==> config.mk <==
export PLATFORM = sky130hd
export DESIGN_NAME = frame_376_2_checker_parser
export DESIGN_NICKNAME = d
export VERILOG_FILES = /design/src/hw/rtl/fcp_pkg.sv /design/src/hw/rtl/frame_376_2_checker_parser.sv /design/src/hw/rtl/fcp_front.sv /design/src/hw/rtl/fcp_fifo.sv
export VERILOG_INCLUDE_DIRS = /design/src /design/src/hw/rtl
export SDC_FILE = /design/constraint.sdc
export NUM_CORES = 1
export LEC_CHECK = 0
export ABC_CLOCK_PERIOD_IN_PS = 6200
export BUFFER_PORTS_ARGS = -buffer_cell sky130_fd_sc_hd__clkbuf_2
export CAP_MARGIN = 0
export CORE_ASPECT_RATIO = 1.25
export CORE_UTILIZATION = 32
export CTS_CLUSTER_SIZE = 30
export DETAILED_ROUTE_END_ITERATION = 8
export MAX_ROUTING_LAYER = met4
export PLACE_DENSITY_LB_ADDON = 0.25
export SLEW_MARGIN = 5
export SYNTH_ARGS = -nofsm -noshare
export SYNTH_HDL_FRONTEND = slang
export SYNTH_SLANG_ARGS = --single-unit
==> constraint.sdc <==
create_clock -name clk_i -period 6.2 [get_ports clk_i]
set_clock_uncertainty 0.2 [all_clocks]
set_input_delay 0.31 -clock clk_i [delete_from_list [all_inputs] [get_ports clk_i]]
set_output_delay 0.31 -clock clk_i [all_outputs]
set_load 0.03 [all_outputs]
==> src/hw/rtl/frame_376_2_checker_parser_assert.svh <==
// Assertion macros shared by the frame checker RTL.
`ifndef FRAME_376_2_CHECKER_PARSER_ASSERT_SVH
`define FRAME_376_2_CHECKER_PARSER_ASSERT_SVH

// Hold cons in the same cycle as ante.
`define FCP_ASSERT_IMP(lbl, clk, rstn, ante, cons) \
  lbl: assert property (@(posedge clk) disable iff (!(rstn)) (ante) |-> (cons)) \
    else $error("assertion failed: same-cycle implication");

// Hold cons in the cycle after ante.
`define FCP_ASSERT_NXT(lbl, clk, rstn, ante, cons) \
  lbl: assert property (@(posedge clk) disable iff (!(rstn)) (ante) |=> (cons)) \
    else $error("assertion failed: next-cycle implication");

`endif

==> src/hw/rtl/fcp_pkg.sv <==
`default_nettype none

package fcp_pkg;

  typedef enum logic [3:0] {
    KindStart   = 4'd0,
    KindLength  = 4'd1,
    KindControl = 4'd2,
    KindInfo    = 4'd3,
    KindSrc     = 4'd4,
    KindDst     = 4'd5,
    KindAfn     = 4'd6,
    KindFn      = 4'd7,
    KindData    = 4'd8,
    KindCs      = 4'd9,
    KindEnd     = 4'd10,
    KindOutside = 4'd11
  } kind_e;

  typedef enum logic [2:0] {
    StatusOk        = 3'd0,
    StatusBadStart  = 3'd1,
    StatusBadLength = 3'd2,
    StatusBadEnd    = 3'd3,
    StatusBadCsum   = 3'd4,
    StatusTruncated = 3'd5
  } status_e;

  localparam logic [7:0]  StartByte    = 8'h68;
  localparam logic [7:0]  EndByte      = 8'h16;
  localparam logic [15:0] MinLength    = 16'd12;
  localparam int unsigned DirBit       = 7;
  localparam int unsigned AddrBit      = 2;
  localparam logic [7:0]  MeterAfn     = 8'h14;
  localparam logic [15:0] MeterFn      = 16'h0100;
  localparam logic [15:0] IdxLenHigh   = 16'd2;
  localparam logic [15:0] IdxLenLow    = 16'd1;
  localparam logic [15:0] IdxControl   = 16'd3;
  localparam logic [15:0] IdxInfo0     = 16'd4;
  localparam logic [15:0] IdxInfoLast  = 16'd9;
  localparam logic [15:0] IdxSrcLast   = 16'd15;
  localparam logic [15:0] IdxDstLast   = 16'd21;
  localparam logic [15:0] AfnNoAddr    = 16'd10;
  localparam logic [15:0] AfnWithAddr  = 16'd22;
  localparam logic [15:0] MeterLenLast = 16'd6;

  typedef struct packed {
    logic [7:0]  byte_out;
    kind_e       field_kind;
    logic [15:0] field_pos;
    logic        meter_addr;
    logic        direction_up;
    logic        frame_done;
    status_e     frame_status;
    logic        aborted_previous;
  } result_t;

endpackage

`default_nettype wire

==> src/hw/rtl/frame_376_2_checker_parser.sv <==
// Channel  Dir  tdata (low bit up)                              tuser          tlast
// s_axis   in   rx_byte                                         first          -
// m_axis   out  byte_out, field_pos, meter_addr, direction_up,  field_kind     frame_done
//               frame_status, aborted_previous, zero pad
//
// One byte per cycle while the queue has room; each byte is tagged in the cycle
// it is taken and its result is registered in the result queue, which feeds m_axis.
// The front holds all frame state; index compares set the path, the running sum the verdict.
// Reset clears frame state and empties the queue; no clearing pass.
// A stalled m_axis fills the queue of QueueDepth results, then s_axis_tready drops.
`default_nettype none

module frame_376_2_checker_parser #(
  parameter int unsigned QueueDepth = 2
) (
  input  wire logic        clk_i,
  input  wire logic        rst_ni,
  input  wire logic        s_axis_tvalid,
  output logic             s_axis_tready,
  input  wire logic [7:0]  s_axis_tdata,   // rx_byte
  input  wire logic [0:0]  s_axis_tuser,   // first
  output logic             m_axis_tvalid,
  input  wire logic        m_axis_tready,
  output logic [31:0]      m_axis_tdata,   // byte_out, field_pos, meter_addr,
                                           // direction_up, frame_status, aborted_previous
  output logic [3:0]       m_axis_tuser,   // field_kind
  output logic             m_axis_tlast    // frame_done
);

  fcp_pkg::result_t front_res;
  fcp_pkg::result_t head;
  logic             full;
  logic             accept;

  assign s_axis_tready = !full;
  assign accept        = s_axis_tvalid && !full;

  fcp_front u_front (
    .clk_i     (clk_i),
    .rst_ni    (rst_ni),
    .rx_byte_i (s_axis_tdata),
    .first_i   (s_axis_tuser[0]),
    .accept_i  (accept),
    .res_o     (front_res)
  );

  fcp_fifo #(
    .Depth (QueueDepth)
  ) u_fifo (
    .clk_i       (clk_i),
    .rst_ni      (rst_ni),
    .push_i      (accept),
    .push_data_i (front_res),
    .full_o      (full),
    .pop_i       (m_axis_tready),
    .valid_o     (m_axis_tvalid),
    .data_o      (head)
  );

  assign m_axis_tdata = {2'b00, head.aborted_previous, head.frame_status,
                         head.direction_up, head.meter_addr, head.field_pos,
                         head.byte_out};
  assign m_axis_tuser = head.field_kind;
  assign m_axis_tlast = head.frame_done;

endmodule

`default_nettype wire

==> src/hw/rtl/fcp_front.sv <==
`default_nettype none

module fcp_front (
  input  wire logic            clk_i,
  input  wire logic            rst_ni,
  input  wire logic [7:0]      rx_byte_i,
  input  wire logic            first_i,
  input  wire logic            accept_i,
  output fcp_pkg::result_t     res_o
);

  logic        in_frame_q, in_frame_d;
  logic [15:0] idx_q, idx_d;
  logic [15:0] len_q, len_d;
  logic [7:0]  len_low_q, len_low_d;
  logic [7:0]  sum_q, sum_d;
  logic        addr_q, addr_d;
  logic        up_q, up_d;
  logic [7:0]  afn_q, afn_d;
  logic [15:0] fn_q, fn_d;

  fcp_pkg::result_t res;

  always_comb begin
    logic [15:0] full_len;
    logic [15:0] afn_idx;
    logic [15:0] p;
    full_len  = {rx_byte_i, len_low_q};
    afn_idx   = addr_q ? fcp_pkg::AfnWithAddr : fcp_pkg::AfnNoAddr;
    p         = idx_q - (afn_idx + 16'd3);

    in_frame_d = in_frame_q;
    idx_d      = idx_q;
    len_d      = len_q;
    len_low_d  = len_low_q;
    sum_d      = sum_q;
    addr_d     = addr_q;
    up_d       = up_q;
    afn_d      = afn_q;
    fn_d       = fn_q;

    res.byte_out         = rx_byte_i;
    res.field_kind       = fcp_pkg::KindOutside;
    res.field_pos        = '0;
    res.meter_addr       = 1'b0;
    res.direction_up     = 1'b0;
    res.frame_done       = 1'b0;
    res.frame_status     = fcp_pkg::StatusOk;
    res.aborted_previous = 1'b0;

    if (first_i) begin
      res.aborted_previous = in_frame_q;
      res.field_kind       = fcp_pkg::KindStart;
      in_frame_d           = 1'b0;
      idx_d                = '0;
      if (rx_byte_i != fcp_pkg::StartByte) begin
        res.frame_done   = 1'b1;
        res.frame_status = fcp_pkg::StatusBadStart;
      end else begin
        if (in_frame_q) begin
          res.frame_done   = 1'b1;
          res.frame_status = fcp_pkg::StatusTruncated;
        end
        in_frame_d = 1'b1;
        idx_d      = 16'd1;
        len_d      = '0;
        len_low_d  = '0;
        sum_d      = '0;
        addr_d     = 1'b0;
        up_d       = 1'b0;
        afn_d      = '0;
        fn_d       = '0;
      end
    end else if (in_frame_q) begin
      if (idx_q == fcp_pkg::IdxLenLow) begin
        res.field_kind = fcp_pkg::KindLength;
        len_low_d      = rx_byte_i;
        idx_d          = idx_q + 16'd1;
      end else if (idx_q == fcp_pkg::IdxLenHigh) begin
        res.field_kind = fcp_pkg::KindLength;
        res.field_pos  = 16'd1;
        len_d          = full_len;
        if (full_len < fcp_pkg::MinLength) begin
          res.frame_done   = 1'b1;
          res.frame_status = fcp_pkg::StatusBadLength;
          in_frame_d       = 1'b0;
        end else begin
          idx_d = idx_q + 16'd1;
        end
      end else begin
        res.direction_up = up_q;
        if (idx_q == len_q - 16'd1) begin
          res.field_kind = fcp_pkg::KindEnd;
          res.frame_done = 1'b1;
          in_frame_d     = 1'b0;
          if (rx_byte_i != fcp_pkg::EndByte) begin
            res.frame_status = fcp_pkg::StatusBadEnd;
          end else if (sum_q != 8'd0) begin
            res.frame_status = fcp_pkg::StatusBadCsum;
          end
        end else if (idx_q == len_q - 16'd2) begin
          res.field_kind = fcp_pkg::KindCs;
          sum_d          = sum_q - rx_byte_i;
          idx_d          = idx_q + 16'd1;
        end else begin
          sum_d = sum_q + rx_byte_i;
          idx_d = idx_q + 16'd1;
          if (idx_q == fcp_pkg::IdxControl) begin
            res.field_kind   = fcp_pkg::KindControl;
            up_d             = rx_byte_i[fcp_pkg::DirBit];
            res.direction_up = rx_byte_i[fcp_pkg::DirBit];
          end else if (idx_q <= fcp_pkg::IdxInfoLast) begin
            res.field_kind = fcp_pkg::KindInfo;
            res.field_pos  = idx_q - fcp_pkg::IdxInfo0;
            if (idx_q == fcp_pkg::IdxInfo0) begin
              addr_d = rx_byte_i[fcp_pkg::AddrBit];
            end
          end else if (addr_q && idx_q <= fcp_pkg::IdxSrcLast) begin
            res.field_kind = fcp_pkg::KindSrc;
            res.field_pos  = fcp_pkg::IdxSrcLast - idx_q;
          end else if (addr_q && idx_q <= fcp_pkg::IdxDstLast) begin
            res.field_kind = fcp_pkg::KindDst;
            res.field_pos  = fcp_pkg::IdxDstLast - idx_q;
          end else if (idx_q == afn_idx) begin
            res.field_kind = fcp_pkg::KindAfn;
            afn_d          = rx_byte_i;
          end else if (idx_q == afn_idx + 16'd1) begin
            res.field_kind = fcp_pkg::KindFn;
            fn_d           = {rx_byte_i, fn_q[7:0]};
          end else if (idx_q == afn_idx + 16'd2) begin
            res.field_kind = fcp_pkg::KindFn;
            res.field_pos  = 16'd1;
            fn_d           = {fn_q[15:8], rx_byte_i};
          end else begin
            res.field_kind = fcp_pkg::KindData;
            res.field_pos  = p;
            if (up_q && afn_q == fcp_pkg::MeterAfn && fn_q == fcp_pkg::MeterFn &&
                p >= 16'd1 && p <= fcp_pkg::MeterLenLast) begin
              res.meter_addr = 1'b1;
              res.field_pos  = fcp_pkg::MeterLenLast - p;
            end
          end
        end
      end
    end
  end

  assign res_o = res;

  always_ff @(posedge clk_i or negedge rst_ni) begin
    if (!rst_ni) begin
      in_frame_q <= 1'b0;
      idx_q      <= '0;
      len_q      <= '0;
      len_low_q  <= '0;
      sum_q      <= '0;
      addr_q     <= 1'b0;
      up_q       <= 1'b0;
      afn_q      <= '0;
      fn_q       <= '0;
    end else if (accept_i) begin
      in_frame_q <= in_frame_d;
      idx_q      <= idx_d;
      len_q      <= len_d;
      len_low_q  <= len_low_d;
      sum_q      <= sum_d;
      addr_q     <= addr_d;
      up_q       <= up_d;
      afn_q      <= afn_d;
      fn_q       <= fn_d;
    end
  end

`include "frame_376_2_checker_parser_assert.svh"

  `FCP_ASSERT_IMP(a_status_has_verdict, clk_i, rst_ni, res.frame_status != fcp_pkg::StatusOk, res.frame_done)
  `FCP_ASSERT_IMP(a_meter_is_up_data, clk_i, rst_ni, res.meter_addr, res.field_kind == fcp_pkg::KindData && up_q)
  `FCP_ASSERT_IMP(a_open_length_sane, clk_i, rst_ni, in_frame_q && idx_q > fcp_pkg::IdxLenHigh, len_q >= fcp_pkg::MinLength && idx_q < len_q)
  `FCP_ASSERT_NXT(a_bad_start_closes, clk_i, rst_ni, accept_i && first_i && rx_byte_i != fcp_pkg::StartByte, !in_frame_q)

endmodule

`default_nettype wire

==> src/hw/rtl/fcp_fifo.sv <==
`default_nettype none

module fcp_fifo #(
  parameter int unsigned Depth = 2
) (
  input  wire logic             clk_i,
  input  wire logic             rst_ni,
  input  wire logic             push_i,
  input  wire fcp_pkg::result_t push_data_i,
  output logic                  full_o,
  input  wire logic             pop_i,
  output logic                  valid_o,
  output fcp_pkg::result_t      data_o
);

  localparam int unsigned PtrW = (Depth > 1) ? $clog2(Depth) : 1;
  localparam int unsigned CntW = $clog2(Depth + 1);
  localparam logic [PtrW-1:0] PtrLast = PtrW'(Depth - 1);
  localparam logic [CntW-1:0] CntFull = CntW'(Depth);

  fcp_pkg::result_t mem_q [Depth];

  logic [PtrW-1:0] wr_ptr_q, wr_ptr_d;
  logic [PtrW-1:0] rd_ptr_q, rd_ptr_d;
  logic [CntW-1:0] count_q, count_d;
  logic            do_push, do_pop;

  assign full_o  = (count_q == CntFull);
  assign valid_o = (count_q != '0);
  assign do_push = push_i && !full_o;
  assign do_pop  = pop_i && valid_o;
  assign data_o  = mem_q[rd_ptr_q];

  always_comb begin
    wr_ptr_d = wr_ptr_q;
    rd_ptr_d = rd_ptr_q;
    count_d  = count_q;
    if (do_push) begin
      wr_ptr_d = (wr_ptr_q == PtrLast) ? '0 : wr_ptr_q + 1'b1;
    end
    if (do_pop) begin
      rd_ptr_d = (rd_ptr_q == PtrLast) ? '0 : rd_ptr_q + 1'b1;
    end
    if (do_push && !do_pop) begin
      count_d = count_q + 1'b1;
    end else if (do_pop && !do_push) begin
      count_d = count_q - 1'b1;
    end
  end

  always_ff @(posedge clk_i) begin
    if (do_push) begin
      mem_q[wr_ptr_q] <= push_data_i;
    end
  end

  always_ff @(posedge clk_i or negedge rst_ni) begin
    if (!rst_ni) begin
      wr_ptr_q <= '0;
      rd_ptr_q <= '0;
      count_q  <= '0;
    end else begin
      wr_ptr_q <= wr_ptr_d;
      rd_ptr_q <= rd_ptr_d;
      count_q  <= count_d;
    end
  end

endmodule

`default_nettype wire
==> results <==
- The remaining max-slew budget at the tightest pin is between 20% and 30%.
- In the finished design, the share of the clock period the worst path needs comes to 82.25%.
- The utilization after layout is 36.50%.
- The first routing iteration left ~620 violations.
- The number of buffers and inverters on the critical path is 1.
- At the end of routability-driven placement, the weighted congestion stood at slightly below 0.9.
- The worst min-delay path category is in -> async.
- The type of destination of the critical path is a flop.
- The global-route wire length before repair is roughly 43 mm.
- Once routing completed, OpenROAD measured the worst setup slack at around 1.1 ns.
- The detailed router put a total of approximately 11 mm of wire on met1.
- The count of antenna-violating nets left after detailed routing is 0.
- The total of warnings raised by yosys is 0.
- Setup violations remaining at the end of the flow were counted as 0.
- In this run the deepest clock path goes through 2 buffers.
- The total via count after detailed routing is 7924.
- For this configuration, the core starts out at a cell density of between 30% and 40%.
- The post-route setup TNS is 0 ns.
- Based on the critical path, the design can be clocked at up to between 0.15 and 0.2 GHz.
- The number of top-level pins is between 50 and 60.
- The tree is rooted in a sky130_fd_sc_hd__clkbuf_16.
- The post-CTS setup buffer count is 0.
- The horizontal die dimension is between 150 and 200 um.
- In the final layout, the share of cells above drive strength 1 is 15.19%.
- The iteration count of the initial detailed-routing pass is 5.
- The number of antenna violations at the first check in global routing is 0.
- The ratio of total power to cell area is between 300 and 400 nW/um2.
- The register bit total from synthesis is approximately 150.
- Compared with the post-synthesis result, the final layout area differs by 12.24%.
- The number of hold buffers added after CTS was 3.
- STA classifies the critical path startpoint as a flop.
- Walking the worst path, the cells encountered are or3_1 -> or3_1 -> a211oi_1 -> o2111ai_1 -> nand2b_1 -> or4b_1 -> nor2_1 -> a21o_1 -> inv_1 -> ha_1 -> nor2b_1 -> o21ai_0 -> nand2b_1 -> a31oi_1 -> a21oi_1 -> xnor2_1 -> or3_1 -> and4b_1 -> a211o_1.
- Summing all non-filler instances in the final layout gives an area of about 11000 um2.
- Once the clock tree was built, the resizer swapped 0 gates to a different size.
- For this run, asynchronously set or reset flops after synthesis account for between 50 and 60%.
- In this run the number of cells on the critical path is 19.
- After clock tree synthesis, the clock-pin slew on the worst setup and hold paths is around 0.060 ns.
- In the routed design, unresolved DRC markers number 0.
- Fill cells in the final layout number roughly 3000.
- Summing all placed instances gives a cell area of 10340 um2.
- The via density per instance is 5.424.
- Detailed routing placed a total of approximately 950 um of wire on met3.
- Setup repair after global routing left no endpoint under its margin.
- The number of nets in the finished design is between 1000 and 1500.
- The peak supply drop is just over 200 uV.
- The maximum number of pins on one net before global-route repair is 73.
- Prior to clock tree synthesis, the placed netlist has a worst setup slack of roughly 1.1 ns.
- The area of the die is roughly 31000 um2.
- The number of flops mapped to enable cells by yosys is 70.
- The half-perimeter wire length after detailed placement is slightly above 20 mm.
- The number of cells on the worst reg-to-reg path is 19.
- The height of the die is a little under 200 um.
- The required time at the worst-slack endpoint is 6.32 ns.
- The run finished with clean final reports.
- The static leakage power is 4.347 nW.
- Synthesis produced between 1000 and 1500 cells.
- 0 antenna diodes ended up in the layout.
- The slowest stage of the critical path is the sky130_fd_sc_hd__or4b_1 cell.
- The TritonCTS clock tree is done.
- The synthesized netlist contains 90 unique library cells.
- The quantity of I/O buffers inserted on ports is slightly below 50.
- The number of global-route vias before repair is approximately 7600.
- The H-tree was split into 4 levels.
- The design draws between 3 and 4 mW.
- The wire length reported by the detailed router is approximately 27 mm.
- The clock sink count is around 150.
- The top fanout value on the critical path is 13.
- Across every metal layer, demand over resource in global routing totals 18.74%.
- The count of maximum capacitance violations is 0.
- The cell repeated most along the worst path is sky130_fd_sc_hd__or3_1.
- The region available for standard cell placement spans roughly 30000 um2.
- The measured slew at the worst slew-check pin is between 1 and 1.5 ns.
- The floorplan row count is 71.
- The final-report hold violation count was 0.
- A synthesized cell averages approximately 9.6 um2.
- The minimum period implied by the final worst setup slack is 5.100 ns.
- At the later pin of the worst-skew pair, clock insertion delay measures between 0.4 and 0.5 ns.
- The aggregate global routing overflow is 0.
- The most used flip-flop cell after synthesis is sky130_fd_sc_hd__dfrtp_1.
- In this design, the stage delay of the slowest critical-path cell is just over 0.6 ns.
- Dividing the detail-routed wire length by the instance count gives 18.72 um.
- Data on the critical path arrives at its endpoint at 5.22 ns.
- The top layer used by detailed routing is met4.
- TritonCTS created 17 clock buffers.
- Summed over all nets, wire length on met2 after detailed routing comes to 14.06 mm.
- The setup path with the least slack is of type reg -> reg.
- Summing the sequential cell areas from Yosys gives 41.65% of the chip area.
- The count of final max-slew check failures was 0.
- The cell class contributing the biggest share of worst-path delay is simple AND/OR/NAND/NOR gates.
- The cell area after technology mapping is between 9000 and 10000 um2.
-- Yosys cell counts (4+ instances only) --
cell,n,area share (%)
sky130_fd_sc_hd__a211oi_1,7,0.54
sky130_fd_sc_hd__a21o_1,8,0.61
sky130_fd_sc_hd__a21oi_1,53,2.7
sky130_fd_sc_hd__a31oi_1,7,0.45
sky130_fd_sc_hd__a41o_1,6,0.61
sky130_fd_sc_hd__and2_1,4,0.26
sky130_fd_sc_hd__and3_1,7,0.45
sky130_fd_sc_hd__and4_1,4,0.36
sky130_fd_sc_hd__buf_1,5,0.19
sky130_fd_sc_hd__buf_2,9,0.46
sky130_fd_sc_hd__clkbuf_1,39,1.5
sky130_fd_sc_hd__clkbuf_8,7,0.98
sky130_fd_sc_hd__dfrtp_1,79,20
sky130_fd_sc_hd__edfxtp_1,70,21
sky130_fd_sc_hd__ha_1,36,4.6
sky130_fd_sc_hd__inv_1,36,1.4
sky130_fd_sc_hd__mux2_2,35,4.0
sky130_fd_sc_hd__mux2i_1,11,1.1
sky130_fd_sc_hd__nand2_1,116,4.4
sky130_fd_sc_hd__nand2b_1,13,0.83
sky130_fd_sc_hd__nand3_1,40,2.0
sky130_fd_sc_hd__nand3b_1,5,0.38
sky130_fd_sc_hd__nand4_1,24,1.5
sky130_fd_sc_hd__nor2_1,60,2.3
sky130_fd_sc_hd__nor2b_1,11,0.70
sky130_fd_sc_hd__nor3_1,23,1.2
sky130_fd_sc_hd__nor3b_1,8,0.61
sky130_fd_sc_hd__nor4_1,26,1.7
sky130_fd_sc_hd__nor4b_1,8,0.72
sky130_fd_sc_hd__o211ai_1,10,0.77
sky130_fd_sc_hd__o21ai_0,47,2.4
sky130_fd_sc_hd__o21ai_1,13,0.66
sky130_fd_sc_hd__o2bb2ai_1,8,0.72
sky130_fd_sc_hd__o311ai_0,4,0.36
sky130_fd_sc_hd__o31ai_1,11,0.84
sky130_fd_sc_hd__or2_2,4,0.26
sky130_fd_sc_hd__or3_1,15,0.96
sky130_fd_sc_hd__or4_1,7,0.54
sky130_fd_sc_hd__xnor2_1,52,4.7
sky130_fd_sc_hd__xor2_1,17,1.5
-- registers in the layout, summed over array words and instances, names as in the netlist --
name / count
u_fifo.wr_ptr_q: 1
u_fifo.count_q: 2
u_front.in_frame_q: 1
u_fifo.rd_ptr_q: 1
u_front.fn_q: 16
u_front.idx_q: 16
u_front.len_q: 16
u_front.sum_q: 8
u_front.len_low_q: 8
u_fifo.mem_q: 70
u_front.up_q: 1
u_front.addr_q: 1
u_front.afn_q: 8
-- worst reg2reg max path, delay by kind of cell, from the launching register on --
family / cells / cell delay [ns]
simple gates: 9 / 2.49
compound gates: 7 / 1.33
flops: 1 / 0.52
fa+ha+maj: 1 / 0.25
xor+xnor: 1 / 0.14
buf+inv: 1 / 0.05
-- logic make-up after synthesis --
group | count (synthesis) | synth area share, %
fa+ha+maj | 39 | 5.123
mux | 46 | 5.148
flops | 149 | 41.65
buf+inv | 101 | 4.880
other cells | 1 | 0.03829
simple gates | 400 | 21.93
compound gates | 219 | 15.06
xor+xnor | 69 | 6.170
-- worst paths after layout --
check	startpoint	slack, ns	to
max in group asynchronous	rst_ni	4.60	u_front.len_q[10]$_DFFE_PN0P_
worst max-delay path	u_front.len_q[9]$_DFFE_PN0P_	1.10	u_front.sum_q[7]$_DFFE_PN0P_
min in group clk_i	s_axis_tdata[0]	0.03	u_fifo.mem_q[1][27]$_DFFE_PP_
worst min register to register	u_front.len_low_q[0]$_DFFE_PN0P_	0.29	u_front.len_low_q[0]$_DFFE_PN0P_
worst min-delay path	rst_ni	0.03	u_front.idx_q[1]$_DFFE_PN0P_
worst max register to register	u_front.len_q[9]$_DFFE_PN0P_	1.10	u_front.sum_q[7]$_DFFE_PN0P_
-- placed cells by master (no fill, tap or decap), drive strengths merged, types with 8 or more instances in the layout --
| cell | count |
|---|---|
| o211ai | 10 |
| ha | 36 |
| nor2b | 11 |
| nor4 | 29 |
| or4 | 8 |
| xor2 | 17 |
| a21o | 8 |
| xnor2 | 52 |
| nor2 | 61 |
| mux2i | 11 |
| o2bb2ai | 8 |
| nor3b | 8 |
| nand2 | 117 |
| or3 | 16 |
| dfrtp | 79 |
| buf | 16 |
| nor4b | 8 |
| nand4 | 24 |
| o21ai | 60 |
| a21oi | 53 |
| nand2b | 13 |
| mux2 | 35 |
| nand3 | 43 |
| o31ai | 12 |
| clkbuf | 72 |
| nor3 | 24 |
| edfxtp | 70 |
| inv | 40 |
-- cell type report --
| cell class | count | area (um2) | share of cell area (%) |
|---|---|---|---|
| sequential | 149 | 4079 | 37.10 |
| tap | 401 | 501.7 | 4.564 |
| timing repair buffer | 67 | 390.4 | 3.551 |
| clock buffer | 24 | 513.0 | 4.667 |
| clock inverter | 8 | 108.9 | 0.9902 |
| inverter | 37 | 138.9 | 1.263 |
| multi-input combinational | 775 | 5261 | 47.86 |
-- report_power, final --
group / internal, mW / switching [mW] / leakage, nW / total [mW]
Combinational: 0.355 / 0.701 / 2.36 / 1.06
Clock: 0.666 / 0.427 / 0.309 / 1.09
Sequential: 1.19 / 0.0722 / 1.68 / 1.26
-- stage by stage --
step	instances	hold slack (ns)
6_report	1461	0.02635
5_1_grt	1461	0.007231
4_1_cts	1461	0.007215
3_5_place_dp	1426	-0.06597
3_3_place_gp	1426	-0.06409
2_1_floorplan	1025	-0.1856
-- per-layer routing --
| metal | GRT usage (%) | vias to the layer above |
|---|---|---|
| met5 | - | - |
| li1 | - | 3815 |
| met3 | 2.457 | 49 |
| met2 | 31.51 | 211 |
| met4 | 8.796 | 0 |
| met1 | 22.00 | 3849 |
No activity file was read; power rests on OpenSTA's default activity.
